<file path="config.mk">
export PLATFORM = sky130hd
export DESIGN_NAME = robot_register_map_with_link_watchdog_core
export DESIGN_NICKNAME = d
export VERILOG_FILES = /design/src/rrmw_pkg.sv /design/src/rrmw_cfg.sv /design/src/rrmw_core.sv /design/src/robot_register_map_with_link_watchdog_core.sv
export VERILOG_INCLUDE_DIRS = /design/src /design/src/src
export SDC_FILE = /design/constraint.sdc
export NUM_CORES = 1
export LEC_CHECK = 0
export ABC_AREA = 1
export ABC_CLOCK_PERIOD_IN_PS = 2900
export BUFFER_PORTS_ARGS = -buffer_cell sky130_fd_sc_hd__buf_2
export CAP_MARGIN = 40
export CORE_MARGIN = 2
export CORE_UTILIZATION = 55
export DETAILED_ROUTE_END_ITERATION = 16
export GPL_TIMING_DRIVEN = 0
export PLACE_DENSITY = 0.8
export RECOVER_POWER = 100
export SYNTH_ARGS = -nofsm -noshare
export SYNTH_HDL_FRONTEND = slang
export SYNTH_SLANG_ARGS = --single-unit
</file>
<file path="constraint.sdc">
create_clock -name clk -period 2.9 [get_ports clk]
set_input_delay 0.145 -clock clk [delete_from_list [all_inputs] [get_ports clk]]
set_output_delay 0.145 -clock clk [all_outputs]
set_load 0.05 [all_outputs]
</file>
<file path="src/assert_macros.svh">
// Assertion macros shared by the register map block.
// No dependencies; included by the top level only.
`ifndef ASSERT_MACROS_SVH
`define ASSERT_MACROS_SVH

// Same-cycle implication, checked outside reset.
`define ASSERT_IMPLIES(label, clk, rst_n, ante, cons) \
    label: assert property (@(posedge clk) disable iff (!rst_n) (ante) |-> (cons)) \
        else $error("implication check failed");

// Next-cycle implication, checked outside reset.
`define ASSERT_NEXT(label, clk, rst_n, ante, cons) \
    label: assert property (@(posedge clk) disable iff (!rst_n) (ante) |=> (cons)) \
        else $error("next-cycle check failed");

`endif

</file>
<file path="src/rrmw_pkg.sv">
// Package of the robot register map: codes, reset values and shared types.
// No dependencies; used by every module of the block.
`default_nettype none

package rrmw_pkg;

    localparam int NUM_SERVOS = 4;
    localparam int CFG_IDX_W  = 2;

    // Action codes
    localparam logic [1:0] ACT_WRITE = 2'd0;
    localparam logic [1:0] ACT_READ  = 2'd1;
    localparam logic [1:0] ACT_TICK  = 2'd2;
    localparam logic [1:0] ACT_IDLE  = 2'd3;

    // Register map
    localparam logic [7:0] ADDR_ID         = 8'd0;
    localparam logic [7:0] ADDR_LINK       = 8'd1;
    localparam logic [7:0] ADDR_SERVO0     = 8'd2;
    localparam logic [7:0] ADDR_SERVO_LAST = 8'd5;
    localparam logic [7:0] ADDR_DIR0       = 8'd6;
    localparam logic [7:0] ADDR_DUTY0      = 8'd7;
    localparam logic [7:0] ADDR_DIR1       = 8'd8;
    localparam logic [7:0] ADDR_DUTY1      = 8'd9;
    localparam logic [7:0] ADDR_BEEP       = 8'd10;

    localparam logic [7:0] ID_VALUE  = 8'h2A;
    localparam logic [7:0] DATA_NONE = 8'h00;

    // Configuration register indexes
    localparam logic [CFG_IDX_W-1:0] CFG_OFFLINE_LIMIT = 2'd0;
    localparam logic [CFG_IDX_W-1:0] CFG_LED_SLOW      = 2'd1;
    localparam logic [CFG_IDX_W-1:0] CFG_SERVO_MAX     = 2'd2;
    localparam logic [CFG_IDX_W-1:0] CFG_SERVO_MIDDLE  = 2'd3;

    // Reset values
    localparam logic [7:0] OFFLINE_LIMIT_RST = 8'd30;
    localparam logic [7:0] LED_SLOW_RST      = 8'd10;
    localparam logic [7:0] SERVO_MAX_RST     = 8'd125;
    localparam logic [7:0] SERVO_MIDDLE_RST  = 8'd62;
    localparam logic [7:0] BEEP_TICKS_RST    = 8'd3;

    typedef struct packed {
        logic [7:0] offline_limit;
        logic [7:0] led_slow_period;
        logic [7:0] servo_max;
        logic [7:0] servo_middle;
    } cfg_t;

    typedef struct packed {
        logic [7:0] read_data;
        logic       online;
        logic       led;
        logic       buzzer_on;
        logic       motor0_forward;
        logic [7:0] motor0_duty;
        logic       motor1_forward;
        logic [7:0] motor1_duty;
        logic [7:0] servo0_pos;
        logic [7:0] servo1_pos;
        logic [7:0] servo2_pos;
        logic [7:0] servo3_pos;
    } result_t;

endpackage

`default_nettype wire

</file>
<file path="src/rrmw_cfg.sv">
// Configuration registers of the robot register map.
// Depends on rrmw_pkg.
`default_nettype none

module rrmw_cfg (
    input  wire logic                           clk,
    input  wire logic                           rst_n,
    input  wire logic                           cfg_we,
    input  wire logic [rrmw_pkg::CFG_IDX_W-1:0] cfg_index,
    input  wire logic [7:0]                     cfg_data,
    output rrmw_pkg::cfg_t                      cfg
);

    rrmw_pkg::cfg_t cfg_reg;

    always_ff @(posedge clk or negedge rst_n)
    begin
        if (!rst_n)
        begin
            cfg_reg.offline_limit   <= rrmw_pkg::OFFLINE_LIMIT_RST;
            cfg_reg.led_slow_period <= rrmw_pkg::LED_SLOW_RST;
            cfg_reg.servo_max       <= rrmw_pkg::SERVO_MAX_RST;
            cfg_reg.servo_middle    <= rrmw_pkg::SERVO_MIDDLE_RST;
        end
        else if (cfg_we)
        begin
            unique case (cfg_index)
                rrmw_pkg::CFG_OFFLINE_LIMIT: cfg_reg.offline_limit   <= cfg_data;
                rrmw_pkg::CFG_LED_SLOW:      cfg_reg.led_slow_period <= cfg_data;
                rrmw_pkg::CFG_SERVO_MAX:     cfg_reg.servo_max       <= cfg_data;
                rrmw_pkg::CFG_SERVO_MIDDLE:  cfg_reg.servo_middle    <= cfg_data;
            endcase
        end
    end

    assign cfg = cfg_reg;

endmodule

`default_nettype wire

</file>
<file path="src/rrmw_core.sv">
// Controller state and its single-pass update for one access or tick.
// Depends on rrmw_pkg; driven from the input register of the top level.
`default_nettype none

module rrmw_core (
    input  wire logic       clk,
    input  wire logic       rst_n,
    input  wire logic       go,
    input  wire logic [1:0] action,
    input  wire logic [7:0] reg_addr,
    input  wire logic [7:0] wr_data,
    input  wire rrmw_pkg::cfg_t cfg,
    output rrmw_pkg::result_t res
);

    logic       alive_reg, alive_next;
    logic [7:0] link_cnt_reg, link_cnt_next;
    logic [7:0] blink_cnt_reg, blink_cnt_next;
    logic       led_reg, led_next;
    logic [7:0] servo_reg  [rrmw_pkg::NUM_SERVOS];
    logic [7:0] servo_next [rrmw_pkg::NUM_SERVOS];
    logic       dir_reg  [2];
    logic       dir_next [2];
    logic [7:0] duty_reg  [2];
    logic [7:0] duty_next [2];
    logic [7:0] beep_ticks_reg, beep_ticks_next;
    logic       beep_en_reg, beep_en_next;
    logic [7:0] last_reg, last_next;

    logic       is_write;
    logic       servo_range;
    logic [1:0] sidx;
    logic       servo_ok;
    logic [7:0] servo_rd;
    logic [7:0] servo_clamped;
    logic [7:0] link_inc;
    logic       timeout;
    logic       alive_tick;
    logic [7:0] blink_inc;

    assign is_write      = (action == rrmw_pkg::ACT_WRITE);
    assign servo_range   = (reg_addr >= rrmw_pkg::ADDR_SERVO0)
                        && (reg_addr <= rrmw_pkg::ADDR_SERVO_LAST);
    assign sidx          = 2'(reg_addr - rrmw_pkg::ADDR_SERVO0);
    assign servo_ok      = (32'(sidx) < rrmw_pkg::NUM_SERVOS);
    assign servo_clamped = (wr_data > cfg.servo_max) ? cfg.servo_max : wr_data;
    assign link_inc      = link_cnt_reg + 8'd1;
    assign timeout       = (link_inc > cfg.offline_limit);
    assign alive_tick    = alive_reg && !timeout;
    assign blink_inc     = blink_cnt_reg + 8'd1;

    always_comb
    begin
        servo_rd = rrmw_pkg::DATA_NONE;
        for (int i = 0; i < rrmw_pkg::NUM_SERVOS; i++)
        begin
            if (32'(sidx) == i)
                servo_rd = servo_reg[i];
        end
    end

    always_comb
    begin
        alive_next      = alive_reg;
        link_cnt_next   = link_cnt_reg;
        blink_cnt_next  = blink_cnt_reg;
        led_next        = led_reg;
        servo_next      = servo_reg;
        dir_next        = dir_reg;
        duty_next       = duty_reg;
        beep_ticks_next = beep_ticks_reg;
        beep_en_next    = beep_en_reg;
        last_next       = last_reg;

        unique case (action)
            rrmw_pkg::ACT_WRITE, rrmw_pkg::ACT_READ:
            begin
                if (is_write)
                    last_next = wr_data;
                if (servo_range)
                begin
                    if (!servo_ok)
                        last_next = rrmw_pkg::DATA_NONE;
                    else if (!is_write)
                        last_next = servo_rd;
                    else if (alive_reg)
                    begin
                        for (int i = 0; i < rrmw_pkg::NUM_SERVOS; i++)
                        begin
                            if (32'(sidx) == i)
                                servo_next[i] = servo_clamped;
                        end
                    end
                end
                else
                begin
                    unique case (reg_addr)
                        rrmw_pkg::ADDR_ID:
                            if (!is_write)
                                last_next = rrmw_pkg::ID_VALUE;
                        rrmw_pkg::ADDR_LINK:
                            if (is_write)
                            begin
                                alive_next    = 1'b1;
                                link_cnt_next = 8'd0;
                            end
                        rrmw_pkg::ADDR_DIR0:
                            if (!is_write)
                                last_next = {7'd0, dir_reg[0]};
                            else if (alive_reg)
                                dir_next[0] = (wr_data != 8'd0);
                        rrmw_pkg::ADDR_DUTY0:
                            if (!is_write)
                                last_next = duty_reg[0];
                            else if (alive_reg)
                                duty_next[0] = wr_data;
                        rrmw_pkg::ADDR_DIR1:
                            if (!is_write)
                                last_next = {7'd0, dir_reg[1]};
                            else if (alive_reg)
                                dir_next[1] = (wr_data != 8'd0);
                        rrmw_pkg::ADDR_DUTY1:
                            if (!is_write)
                                last_next = duty_reg[1];
                            else if (alive_reg)
                                duty_next[1] = wr_data;
                        rrmw_pkg::ADDR_BEEP:
                            if (is_write)
                            begin
                                beep_ticks_next = wr_data;
                                beep_en_next    = 1'b1;
                            end
                        default:
                            last_next = rrmw_pkg::DATA_NONE;
                    endcase
                end
            end
            rrmw_pkg::ACT_TICK:
            begin
                // watchdog; a limit of 255 lets the counter wrap without timing out
                link_cnt_next = timeout ? 8'd0 : link_inc;
                if (timeout && alive_reg)
                begin
                    alive_next   = 1'b0;
                    duty_next[0] = 8'd0;
                    duty_next[1] = 8'd0;
                    for (int i = 0; i < rrmw_pkg::NUM_SERVOS; i++)
                        servo_next[i] = cfg.servo_middle;
                end
                // LED uses the link state after the watchdog step
                if (alive_tick)
                    led_next = !led_reg;
                else if (blink_inc > cfg.led_slow_period)
                begin
                    blink_cnt_next = 8'd0;
                    led_next       = !led_reg;
                end
                else
                    blink_cnt_next = blink_inc;
                if (beep_ticks_reg != 8'd0)
                    beep_ticks_next = beep_ticks_reg - 8'd1;
                else
                    beep_en_next = 1'b0;
            end
            rrmw_pkg::ACT_IDLE:
            begin
            end
        endcase
    end

    always_ff @(posedge clk or negedge rst_n)
    begin
        if (!rst_n)
        begin
            alive_reg      <= 1'b0;
            link_cnt_reg   <= 8'd0;
            blink_cnt_reg  <= 8'd0;
            led_reg        <= 1'b0;
            for (int i = 0; i < rrmw_pkg::NUM_SERVOS; i++)
                servo_reg[i] <= rrmw_pkg::SERVO_MIDDLE_RST;
            dir_reg[0]     <= 1'b0;
            dir_reg[1]     <= 1'b0;
            duty_reg[0]    <= 8'd0;
            duty_reg[1]    <= 8'd0;
            beep_ticks_reg <= rrmw_pkg::BEEP_TICKS_RST;
            beep_en_reg    <= 1'b1;
            last_reg       <= 8'd0;
        end
        else if (go)
        begin
            alive_reg      <= alive_next;
            link_cnt_reg   <= link_cnt_next;
            blink_cnt_reg  <= blink_cnt_next;
            led_reg        <= led_next;
            servo_reg      <= servo_next;
            dir_reg        <= dir_next;
            duty_reg       <= duty_next;
            beep_ticks_reg <= beep_ticks_next;
            beep_en_reg    <= beep_en_next;
            last_reg       <= last_next;
        end
    end

    // result shows the state as left by this request
    always_comb
    begin
        res.read_data      = last_next;
        res.online         = alive_next;
        res.led            = led_next;
        res.buzzer_on      = beep_en_next;
        res.motor0_forward = dir_next[0];
        res.motor0_duty    = duty_next[0];
        res.motor1_forward = dir_next[1];
        res.motor1_duty    = duty_next[1];
        res.servo0_pos     = (rrmw_pkg::NUM_SERVOS > 0) ? servo_next[0] : 8'd0;
        res.servo1_pos     = 8'd0;
        res.servo2_pos     = 8'd0;
        res.servo3_pos     = 8'd0;
        for (int i = 1; i < rrmw_pkg::NUM_SERVOS; i++)
        begin
            if (i == 1)
                res.servo1_pos = servo_next[i];
            if (i == 2)
                res.servo2_pos = servo_next[i];
            if (i == 3)
                res.servo3_pos = servo_next[i];
        end
    end

endmodule

`default_nettype wire

</file>
<file path="src/robot_register_map_with_link_watchdog_core.sv">
// Top level of the robot register map with link watchdog.
// Depends on rrmw_pkg, rrmw_cfg, rrmw_core and assert_macros.svh.
//
// Usage:
//   Input channel (in_valid / in_stall) carries one request: a register
//   write, a register read, a 100 ms tick (action) or an idle no-op.
//   Output channel (out_valid / out_stall) returns one result per request:
//   the data byte and the full actuator and status picture after it.
//   An accepted request is registered at the input, processed from there
//   into the result register, and shows as out_valid once it is held there.
//   Throughput is one request per cycle while the output is not stalled;
//   the only loop is the state registers updated in a single pass per request.
//   When the receiver stalls, the result register holds, the input register
//   keeps one more request, and in_stall rises only once both are full.
//   Configuration writes (cfg_we, cfg_index, cfg_data) are registered and are
//   to be made while the block is idle; the block itself does not enforce this.
//   Reset clears both pipeline stages and restores the register reset
//   values: offline, LED off, buzzer on for three ticks, servos mid-way.
`default_nettype none

`include "assert_macros.svh"

module robot_register_map_with_link_watchdog_core (
    input  wire logic                           clk,
    input  wire logic                           rst_n,
    input  wire logic                           in_valid,
    output logic                                in_stall,
    input  wire logic [1:0]                     action,
    input  wire logic [7:0]                     reg_addr,
    input  wire logic [7:0]                     wr_data,
    output logic                                out_valid,
    input  wire logic                           out_stall,
    output logic [7:0]                          read_data,
    output logic                                online,
    output logic                                led,
    output logic                                buzzer_on,
    output logic                                motor0_forward,
    output logic [7:0]                          motor0_duty,
    output logic                                motor1_forward,
    output logic [7:0]                          motor1_duty,
    output logic [7:0]                          servo0_pos,
    output logic [7:0]                          servo1_pos,
    output logic [7:0]                          servo2_pos,
    output logic [7:0]                          servo3_pos,
    input  wire logic                           cfg_we,
    input  wire logic [rrmw_pkg::CFG_IDX_W-1:0] cfg_index,
    input  wire logic [7:0]                     cfg_data
);

    rrmw_pkg::cfg_t    cfg;
    rrmw_pkg::result_t core_res;
    rrmw_pkg::result_t res_reg;

    logic       s1_valid_reg;
    logic [1:0] s1_action_reg;
    logic [7:0] s1_addr_reg;
    logic [7:0] s1_data_reg;
    logic       out_valid_reg;
    logic       advance;
    logic       go;

    assign advance  = !out_valid_reg || !out_stall;
    assign go       = s1_valid_reg && advance;
    assign in_stall = s1_valid_reg && !advance;

    rrmw_cfg u_cfg (
        .clk       (clk),
        .rst_n     (rst_n),
        .cfg_we    (cfg_we),
        .cfg_index (cfg_index),
        .cfg_data  (cfg_data),
        .cfg       (cfg)
    );

    rrmw_core u_core (
        .clk      (clk),
        .rst_n    (rst_n),
        .go       (go),
        .action   (s1_action_reg),
        .reg_addr (s1_addr_reg),
        .wr_data  (s1_data_reg),
        .cfg      (cfg),
        .res      (core_res)
    );

    always_ff @(posedge clk or negedge rst_n)
    begin
        if (!rst_n)
        begin
            s1_valid_reg  <= 1'b0;
            out_valid_reg <= 1'b0;
        end
        else
        begin
            if (!in_stall)
                s1_valid_reg <= in_valid;
            if (advance)
                out_valid_reg <= s1_valid_reg;
        end
    end

    always_ff @(posedge clk)
    begin
        if (in_valid && !in_stall)
        begin
            s1_action_reg <= action;
            s1_addr_reg   <= reg_addr;
            s1_data_reg   <= wr_data;
        end
        if (go)
            res_reg <= core_res;
    end

    assign out_valid      = out_valid_reg;
    assign read_data      = res_reg.read_data;
    assign online         = res_reg.online;
    assign led            = res_reg.led;
    assign buzzer_on      = res_reg.buzzer_on;
    assign motor0_forward = res_reg.motor0_forward;
    assign motor0_duty    = res_reg.motor0_duty;
    assign motor1_forward = res_reg.motor1_forward;
    assign motor1_duty    = res_reg.motor1_duty;
    assign servo0_pos     = res_reg.servo0_pos;
    assign servo1_pos     = res_reg.servo1_pos;
    assign servo2_pos     = res_reg.servo2_pos;
    assign servo3_pos     = res_reg.servo3_pos;

    // stall only ever holds back a request already waiting in the input stage
    `ASSERT_IMPLIES(a_stall_needs_held, clk, rst_n, in_stall, s1_valid_reg)
    // a request leaving the input stage always turns up as a result
    `ASSERT_NEXT(a_go_gives_result, clk, rst_n, go, out_valid_reg)
    // offline duties are zero: the watchdog clears them and offline writes are dropped
    `ASSERT_IMPLIES(a_offline_motors_off, clk, rst_n, out_valid_reg && !online,
                    motor0_duty == 8'd0 && motor1_duty == 8'd0)

endmodule

`default_nettype wire

</file>
# Word level (Yosys, flattened, before mapping)
# Cells that the tools add are included.
[totals]
ff_bits = 198
in_bits = 33
output_inout_bits = 63
wordCells = 159
[op_classes]
n_addsub = 4
n_lt_le_gt_ge = 5
eq_ne = 19
mux = 65
bitwise_logic = 1
reduce_logical = 29
[ops]
columns = ["operator", "count"]
rows = [
  ["two-way mux 8 bit", 33],
  ["two-way mux 32 bit", 4],
  ["one-hot mux 32 bit (2 select lines)", 1],
  ["one-hot mux 8 bit (6 select lines)", 1],
  ["two-way mux 16 bit", 2],
  ["one-hot mux 16 bit (2 select lines)", 1],
  ["one-hot mux 8 bit (2 select lines)", 2],
  ["equality test 8 x 4 -> 1 bit (second input constant)", 3],
  ["> comparator 8 bit", 3],
  ["two-way mux 1 bit", 17],
  ["adder 8 x 1 -> 8 bit (second input constant)", 2],
  ["equality test 8 x 3 -> 1 bit (second input constant)", 2],
  ["nonzero test 8 bit", 2],
  ["equality test 2 bit (second input constant)", 5],
  ["equality test 8 x 1 -> 1 bit (second input constant)", 1],
  [">= comparator 8 x 2 -> 1 bit (second input constant)", 1],
  ["less-or-equal comparator 8 x 3 -> 1 bit (second input constant)", 1],
  ["logical NOT 8 bit", 1],
  ["AND reduction 2 bit", 4],
  ["subtractor 8 x 1 -> 8 bit (second input constant)", 1],
  ["equality test 2 x 1 -> 1 bit (second input constant)", 3],
  ["logical AND 1 bit", 6],
  ["logical NOT 1 bit", 6],
  ["logical NOT 2 bit", 3],
  ["other kinds (12)", 18],
]

# Depth between registers and ports, before layout
# Gate-level depths: netlist of run 1.
[depth]
word_depth = 9
ltp_mapped = 19
depth_no_buf = 18

# Cells and area by module
# Synthesis of run 1 repeated with hierarchy kept, for this count alone.
[unflattened]
hier_cells = 1505
hier_area_um2 = 11577.4
[by_module_without_submodules]
columns = ["mod", "n_inst", "cells_each", "area_per_inst_um2", "seq_area_each_um2"]
rows = [
  ["rrmw_core", 1, 1271, 7652.3, 2155.8],
  ["robot_register_map_with_link_watchdog_core", 1, 91, 2467.4, 2422.3],
  ["rrmw_cfg", 1, 143, 1457.6, 822.0],
]

# Worst setup path after synthesis of run 1
# OpenSTA, ideal clock, no wires.
[synth_timing]
path_type = "flip-flop to flip-flop"
start = "register u_core.link_cnt_reg[2]"
end = "register res_reg, in the netlist servo0_pos[6], data pin"
setup_ns = 0.262
arrival_ns = 2.415
required_time_ns = 2.638
path_slack_ns = 0.223
stages_incl_launch_ff = 15
path_buffers = 2
synth_period_minus_slack_ns = 2.677
cell_sequence = "dfrtp_1 -> nand3_1 -> or4_1 -> xor2_1 -> inv_1 -> ha_1 -> nand2_1 -> nor2_1 -> nand4_2 -> nand3_2 -> buf_4 -> buf_6 -> nand2_1 -> nand3_1 -> nand3_2"
[synth_rtl]
columns = ["element", "line_no", "rtl"]
rows = [
  ["start, declared", "rrmw_core.sv:17", "logic [7:0] link_cnt_reg, link_cnt_next;"],
  ["start signal, assigned", "rrmw_core.sv:192", "link_cnt_reg <= link_cnt_next;"],
  ["end signal, assigned", "robot_register_map_with_link_watchdog_core.sv:111", "res_reg <= core_res;"],
  ["end, declared", "robot_register_map_with_link_watchdog_core.sv:52", "rrmw_pkg::result_t res_reg;"],
]

==> impl_metrics.toml, run 1 <==
[status]
status = "complete, but fails checks"
violations = "capacitance limit, slew limit, setup timing"

[flow_run]
max-cap-violations = 1

[drt]
drcViolationCount = 0
wl_per_cell_um = 17.6
drt_iter0_drc = 1079
vias = 10800
firstDrtPassIters = 7
drtAntennaViolNets = 0
wirelength_um = 33100
via_per_inst = 5.73

[sta]
max_slew_margin_pct = -61.9
worst_pin_slew_ns = 2.43
fin_hold_ws_ns = 0.0241
fin_skew_ns = 0.0181
hold_viol = 0
slew_viol_final = 39
max_freq_mhz = 342
fin_ws_ns = -0.0209
fin_crit_ns = 2.92
finalCritPeriodShare_pct = 101
setup_viol = 4
rsz0062_at_grt = "yes"

[cts]
cts_made_buffers = 17
cts_sinks = 198
clock_tree.root_cell = "clkbuf_16"
cts_tree = "yes"
htreeDepth = 4
clock_latency_ns = 0.45
clk_pin_slew_worst_paths_ns = 0.08
clockBufferDepth = 2

[final_layout]
postLayoutCellArea_mm2 = 0.0135
antenna_cells = 0
drive_above_1_share_pct = 15.5
syn2layout_area_growth_pct = 17.8
nFillCells = 1686
layout.nets = 1656
final_cells = 1879

[worst_hold_path]
hold_class = "in2reg"

[die]
die_w_um = 148
die_h_um = 148
io_pins = 96
core_area_mm2 = 0.0203
core.rowCount = 52
die-area_mm2 = 0.0219
start_util_pct = 56.2

[grt]
grt_max_degree = 82
grt_remaining_overflow = 0
grt_pass1_wl_um = 51800
antenna_found_initial = 1
grt_use_total_pct = 30.0
grt_pass1_vias = 9941

[logic_synthesis]
yosysTopAreaCellShare_pct = 20.8
synth_area_leader_cell = "edfxtp_1"
synthFlopType = "edfxtp_1"
yosysSeqAreaShare_pct = 47.3
syn-mean-instance-area_um2 = 7.96
synth_area_leaders = "edfxtp_1 (21%), dfrtp_1 (17%), nand2_1 (17%)"
synth_most_common_cell = "nand2_1"
async_flop_share_pct = 60.1
syn_inst = 1435
syn_area_mm2 = 0.0114
synth_cell_type_count = 43
ys_top_cells_by_count = "nand2_1 (512), nand3_1 (146), inv_1 (145), o21ai_0 (100)"
synth_edf_count = 79
synth_fp_nets = 1495
synth-seq-cells = 198
ys_warn_count = 0

[worst_setup_path]
endpoint_kind = "flop"
path_buf_inv = 2
crit_family = "simple AND/OR/NAND/NOR gates"
slowest_delay_ns = 0.44
critical_path.slowest_cell = "or4_4"
required_ns = 3.09
crit_path_start_kind = "flop"
crit_chain = "nand3_2 -> or4_4 -> xor2_2 -> inv_2 -> ha_4 -> nand2_4 -> nor2_4 -> nand2_4 -> nand2_8 -> buf_4 -> nand4_1 -> nand3_1 -> nand3_2"
cp.arrival_ns = 3.11
cp_max_fo = 5
setup.worst_path.class = "reg2reg"

[pwr]
powerDensity_mw_per_mm2 = 629
leakage_uw = 0.00634
power.total_uw = 8470
vdd_ir_drop_max_mv = 0.426

[place]
place.gp.congestion = 0.989
numPortBuffers = 95
placed_cell_area_mm2 = 0.0123
dp_hpwl_um = 22800
dp_slack_ns = -0.255
placed_cells = 1801
-- what timing repair did --
item                                    CTS  global route
pin swaps                                 8            32
endpoints found under the setup margin  108           107
hold endpoints to repair                 58             0
gates resized for setup                  21            41
hold buffers                             21             0
setup buffers                            12            10
cloned                                    1             2
-- area by class of cell --
class	count	area [um^2]	share of cell area, %
clock inverters	11	96.3	0.716
clock buffers	21	504	3.75
plain buffers	58	324	2.41
multi-input cells	1019	5340	39.7
repair buffers	141	843	6.27
well taps	270	338	2.51
flip-flops and latches	198	5400	40.1
inverters	161	613	4.56
-- power by group --
part	leakage (uW)	internal [uW]	switching [uW]
combinational	0.00380	685	1620
clock	0.000298	1280	1150
sequential	0.00224	3390	332
total	0.00634	5360	3110
-- per-stage QoR --
stage	util, %	setup TNS [ns]
after floorplan	-	0
after global placement	60.3	-9.37
after detailed placement	60.4	-14.71
after CTS	65.4	-0.00816
after global routing	66.3	-4.93
final	66.3	-0.0355
-- routing by layer --
metal,track usage [%],share of wire [%],up-vias,wire (um)
met2,47.9,46,559,15300
met4,12.7,4.5,0,1480
met1,41.0,41,5037,13600
li1,-,-,5033,-
met3,5.00,8.4,134,2770
met5,0,0,-,0
-- worst reg2reg max path: stages, from the launching register on --
cell and delay, ns:
dfrtp_1 0.42, nand3_2 0.13, or4_4 0.44, xor2_2 0.18, inv_2 0.07, ha_4 0.28, nand2_4 0.06, nor2_4 0.17
nand2_4 0.11, nand2_8 0.10, buf_4 0.11, nand4_1 0.27, nand3_1 0.21, nand3_2 0.11
-- final timing paths --
| kind | from | slack, ns | cells after the start | end |
|---|---|---|---|---|
| max | u_core.link_cnt_reg[0] | -0.02 | 13 | servo2_pos[2] |
| min | cfg_data[3] | 0.02 | 3 | u_cfg.cfg[19] |
| max reg2reg | u_core.link_cnt_reg[0] | -0.02 | 13 | servo2_pos[2] |
| min reg2reg | u_core.servo_reg[20] | 0.48 | 2 | u_core.servo_reg[20] |
| max in group asynchronous | rst_n | 0.53 | 2 | u_core.servo_reg[16] |
| min in group asynchronous | rst_n | 0.99 | 2 | u_core.duty_reg[3] |
-- kinds of logic (layout without fill, tap and decap cells) --
kind of cell / after synthesis / count (layout) / synth area share, %
buf+inv: 219 / 392 / 8.14
xor+xnor: 16 / 16 / 1.29
fa+ha+maj: 27 / 27 / 2.96
flops: 198 / 198 / 47.3
compound gates: 207 / 207 / 10.0
simple gates: 768 / 769 / 30.3
-- cell usage in the layout (no fill, tap or decap), types with 4 or more instances in the layout --
cell and n:
nand2_1 512, inv_1 143, nand3_1 120, o21ai_0 100, clkbuf_1 100, edfxtp_1 79
dfrtp_1 79, a21oi_1 57, nand3_2 50, dfstp_2 36, buf_2 30, nor2_1 27
buf_4 27, ha_1 24, clkbuf_16 22, o211ai_1 21, dlygate4sd3_1 21, nand4_1 14
xor2_1 13, inv_2 13, o22ai_1 11, nand2_2 9, buf_1 8, nor2_2 7
nand3_4 7, a31oi_1 7, nor3_1 6, buf_6 5, nand2_4 5, clkinv_4 4
nor2_4 4, o21ai_1 4, dfstp_1 4
No activity file was read; power rests on OpenSTA's default activity.
==> run 2: changes to the inputs <==
--- a/config.mk
+++ b/config.mk
@@ -17,4 +17,5 @@
 export PLACE_DENSITY = 0.8
 export RECOVER_POWER = 100
+export REMOVE_ABC_BUFFERS = 1
 export SYNTH_ARGS = -nofsm -noshare
 export SYNTH_HDL_FRONTEND = slang
==> constraint.sdc (replaced) <==
create_clock -name clk -period 2.9 [get_ports clk]
set_input_delay 0.58 -clock clk [delete_from_list [all_inputs] [get_ports clk]]
set_output_delay 0.58 -clock clk [all_outputs]
set_load 0.05 [all_outputs]
==> impl_metrics.toml, run 2 (synthesized netlist as in run 1, its figures left out) <==
[status]
status = "complete, but fails checks"
violations = "capacitance limit, slew limit, setup timing"

[worst_setup_path]
r2r-start = "u_core.link_cnt_reg[2]"
r2r_cells = 14
cp-startpoint = "u_core.link_cnt_reg[2]"
setup.worst_path.class = "reg2reg"
crit_path_start_kind = "flop"
cp.arrival_ns = 3.15
endpoint_kind = "flop"
r2r_slack_ns = -0.06
cp_max_fo = 8
required_ns = 3.09
worst_r2r_endpoint = "motor0_duty[1]"

[sta]
max_freq_mhz = 338
max_slew_margin_pct = -3.43
setup_tns_ns = -0.843
fin_skew_ns = 0.0120
finalCritPeriodShare_pct = 102
worst_pin_slew_ns = 1.55
fin_crit_ns = 2.96
slew_viol_final = 58
fin_hold_ws_ns = 0.298
hold_viol = 0
fin_ws_ns = -0.0562
rsz0062_at_grt = "yes"
setup_viol = 46

[final_layout]
mostFrequentLayoutCell = "nand2_1"
layout.nets = 1604
drive_above_1_share_pct = 18.4
nFillCells = 1608
syn2layout_area_growth_pct = 18.2
multi_input_area_mm2 = 0.00549
antenna_cells = 0
seq_area_mm2 = 0.00540
mostFrequentLayoutCells = "nand2_1 (503), inv_1 (143), nand3_1 (111), o21ai_0 (100), edfxtp_1 (79)"

[die]
die-area_mm2 = 0.0219
die_w_um = 148
die_h_um = 148
io_pins = 96
start_util_pct = 56.2
core.rowCount = 52
core_area_mm2 = 0.0203

[cts]
clock_tree.root_cell = "clkbuf_16"
cts_sinks = 198
clockBufferDepth = 2
holdBufCountCts = 0
cts_made_buffers = 17
clk_pin_slew_worst_paths_ns = 0.08
cts_tree = "yes"
htreeDepth = 4
clock_latency_ns = 0.45

[worst_hold_path]
hold_end = "s1_data_reg[2]"
hold_class = "in2reg"
whs_path_depth = 1
min_from = "wr_data[2]"

[drt]
wl_per_cell_um = 17.8
via_per_inst = 5.80
firstDrtPassIters = 7
wirelength_um = 32500
drt_iter0_drc = 1073
vias = 10600
drtAntennaViolNets = 0
drcViolationCount = 0

[grt]
grt_pass1_vias = 9622
grt_max_degree = 64
grt_pass1_wl_um = 48500
grt_use_total_pct = 28.0
antenna_found_initial = 0
grt_remaining_overflow = 0

[place]
place.gp.congestion = 0.955
dp_hpwl_um = 20500
numPortBuffers = 95

[flow_run]
max-cap-violations = 1

[pwr]
powerDensity_mw_per_mm2 = 628
vdd_ir_drop_max_mv = 0.401
leakage_uw = 0.00631
==> run 2: changes by cell type in the layout (fill, tap and decap cells not counted), sizes merged <==
cell and delta:
buf -1, bufinv +1, clkbuf -35, clkinvlp +3
dlygate4sd1 -1, dlygate4sd3 -21, nand2 -1, nand3 +1
nor2 +2
==> run 2: area by class of cell <==
type	count	area share, %
clock inverter	15	1.08
sequential	198	40.0
inverter	161	4.56
tap	270	2.50
timing repair buffer	145	7.96
clock buffer	17	3.15
multi-input combinational	1021	40.7
==> run 2: where the power goes <==
| part | switching [uW] | internal, uW | total, uW |
|---|---|---|---|
| Combinational | 1630 | 747 | 2380 |
| Clock | 1150 | 1210 | 2360 |
| Sequential | 350 | 3400 | 3750 |
==> run 2: how the worst max path moves through the flow <==
stage	to	slack, ns
2_1_floorplan	u_core.blink_cnt_reg[0]	-6.91
5_1_grt	servo3_pos[6]	-0.17
3_3_place_gp	u_core.blink_cnt_reg[0]	-11.52
3_5_place_dp	u_core.blink_cnt_reg[0]	-0.67
4_1_cts	servo1_pos[6]	-0.02
6_report	motor0_duty[1]	-0.06
==> run 2: what timing repair did <==
action | CTS | global route
setup buffers | 13 | 17
cloned | 1 | 8
pin swaps | 9 | 47
setup endpoints to repair | 121 | 119
gates resized for setup | 9 | 78
==> run 2: critical path, stage by stage (launching register included) <==
cell	delay, ns
dfrtp_1	0.44
nand3_2	0.14
or4_4	0.46
xor2_2	0.18
inv_2	0.06
ha_4	0.28
nand2_4	0.06
nor2_4	0.15
nand2_4	0.09
nand2_8	0.14
buf_12	0.11
nand3_4	0.15
buf_8	0.24
nand3_1	0.10
nand3_2	0.09
==> run 2: metal layers <==
layer / share of wire [%] / track usage (%) / vias to the layer above
met5: 0 / 0 / -
met4: 5.5 / 15.9 / 0
met3: 8.4 / 4.33 / 157
met2: 47 / 45.3 / 592
met1: 39 / 36.1 / 4909
li1: - / - / 4935
==> run 2: through the flow <==
stage	cells	setup slack, ns	total power [uW]	util, %	cell area (um^2)
2_1_floorplan	1377	-6.91	5240	-	11100
3_3_place_gp	1742	-11.52	5720	58.7	11900
3_5_place_dp	1756	-0.666	5870	60.2	12200
4_1_cts	1802	-0.0233	8270	63.8	13000
5_1_grt	1827	-0.166	8870	66.5	13500
6_report	1827	-0.0562	8480	66.5	13500
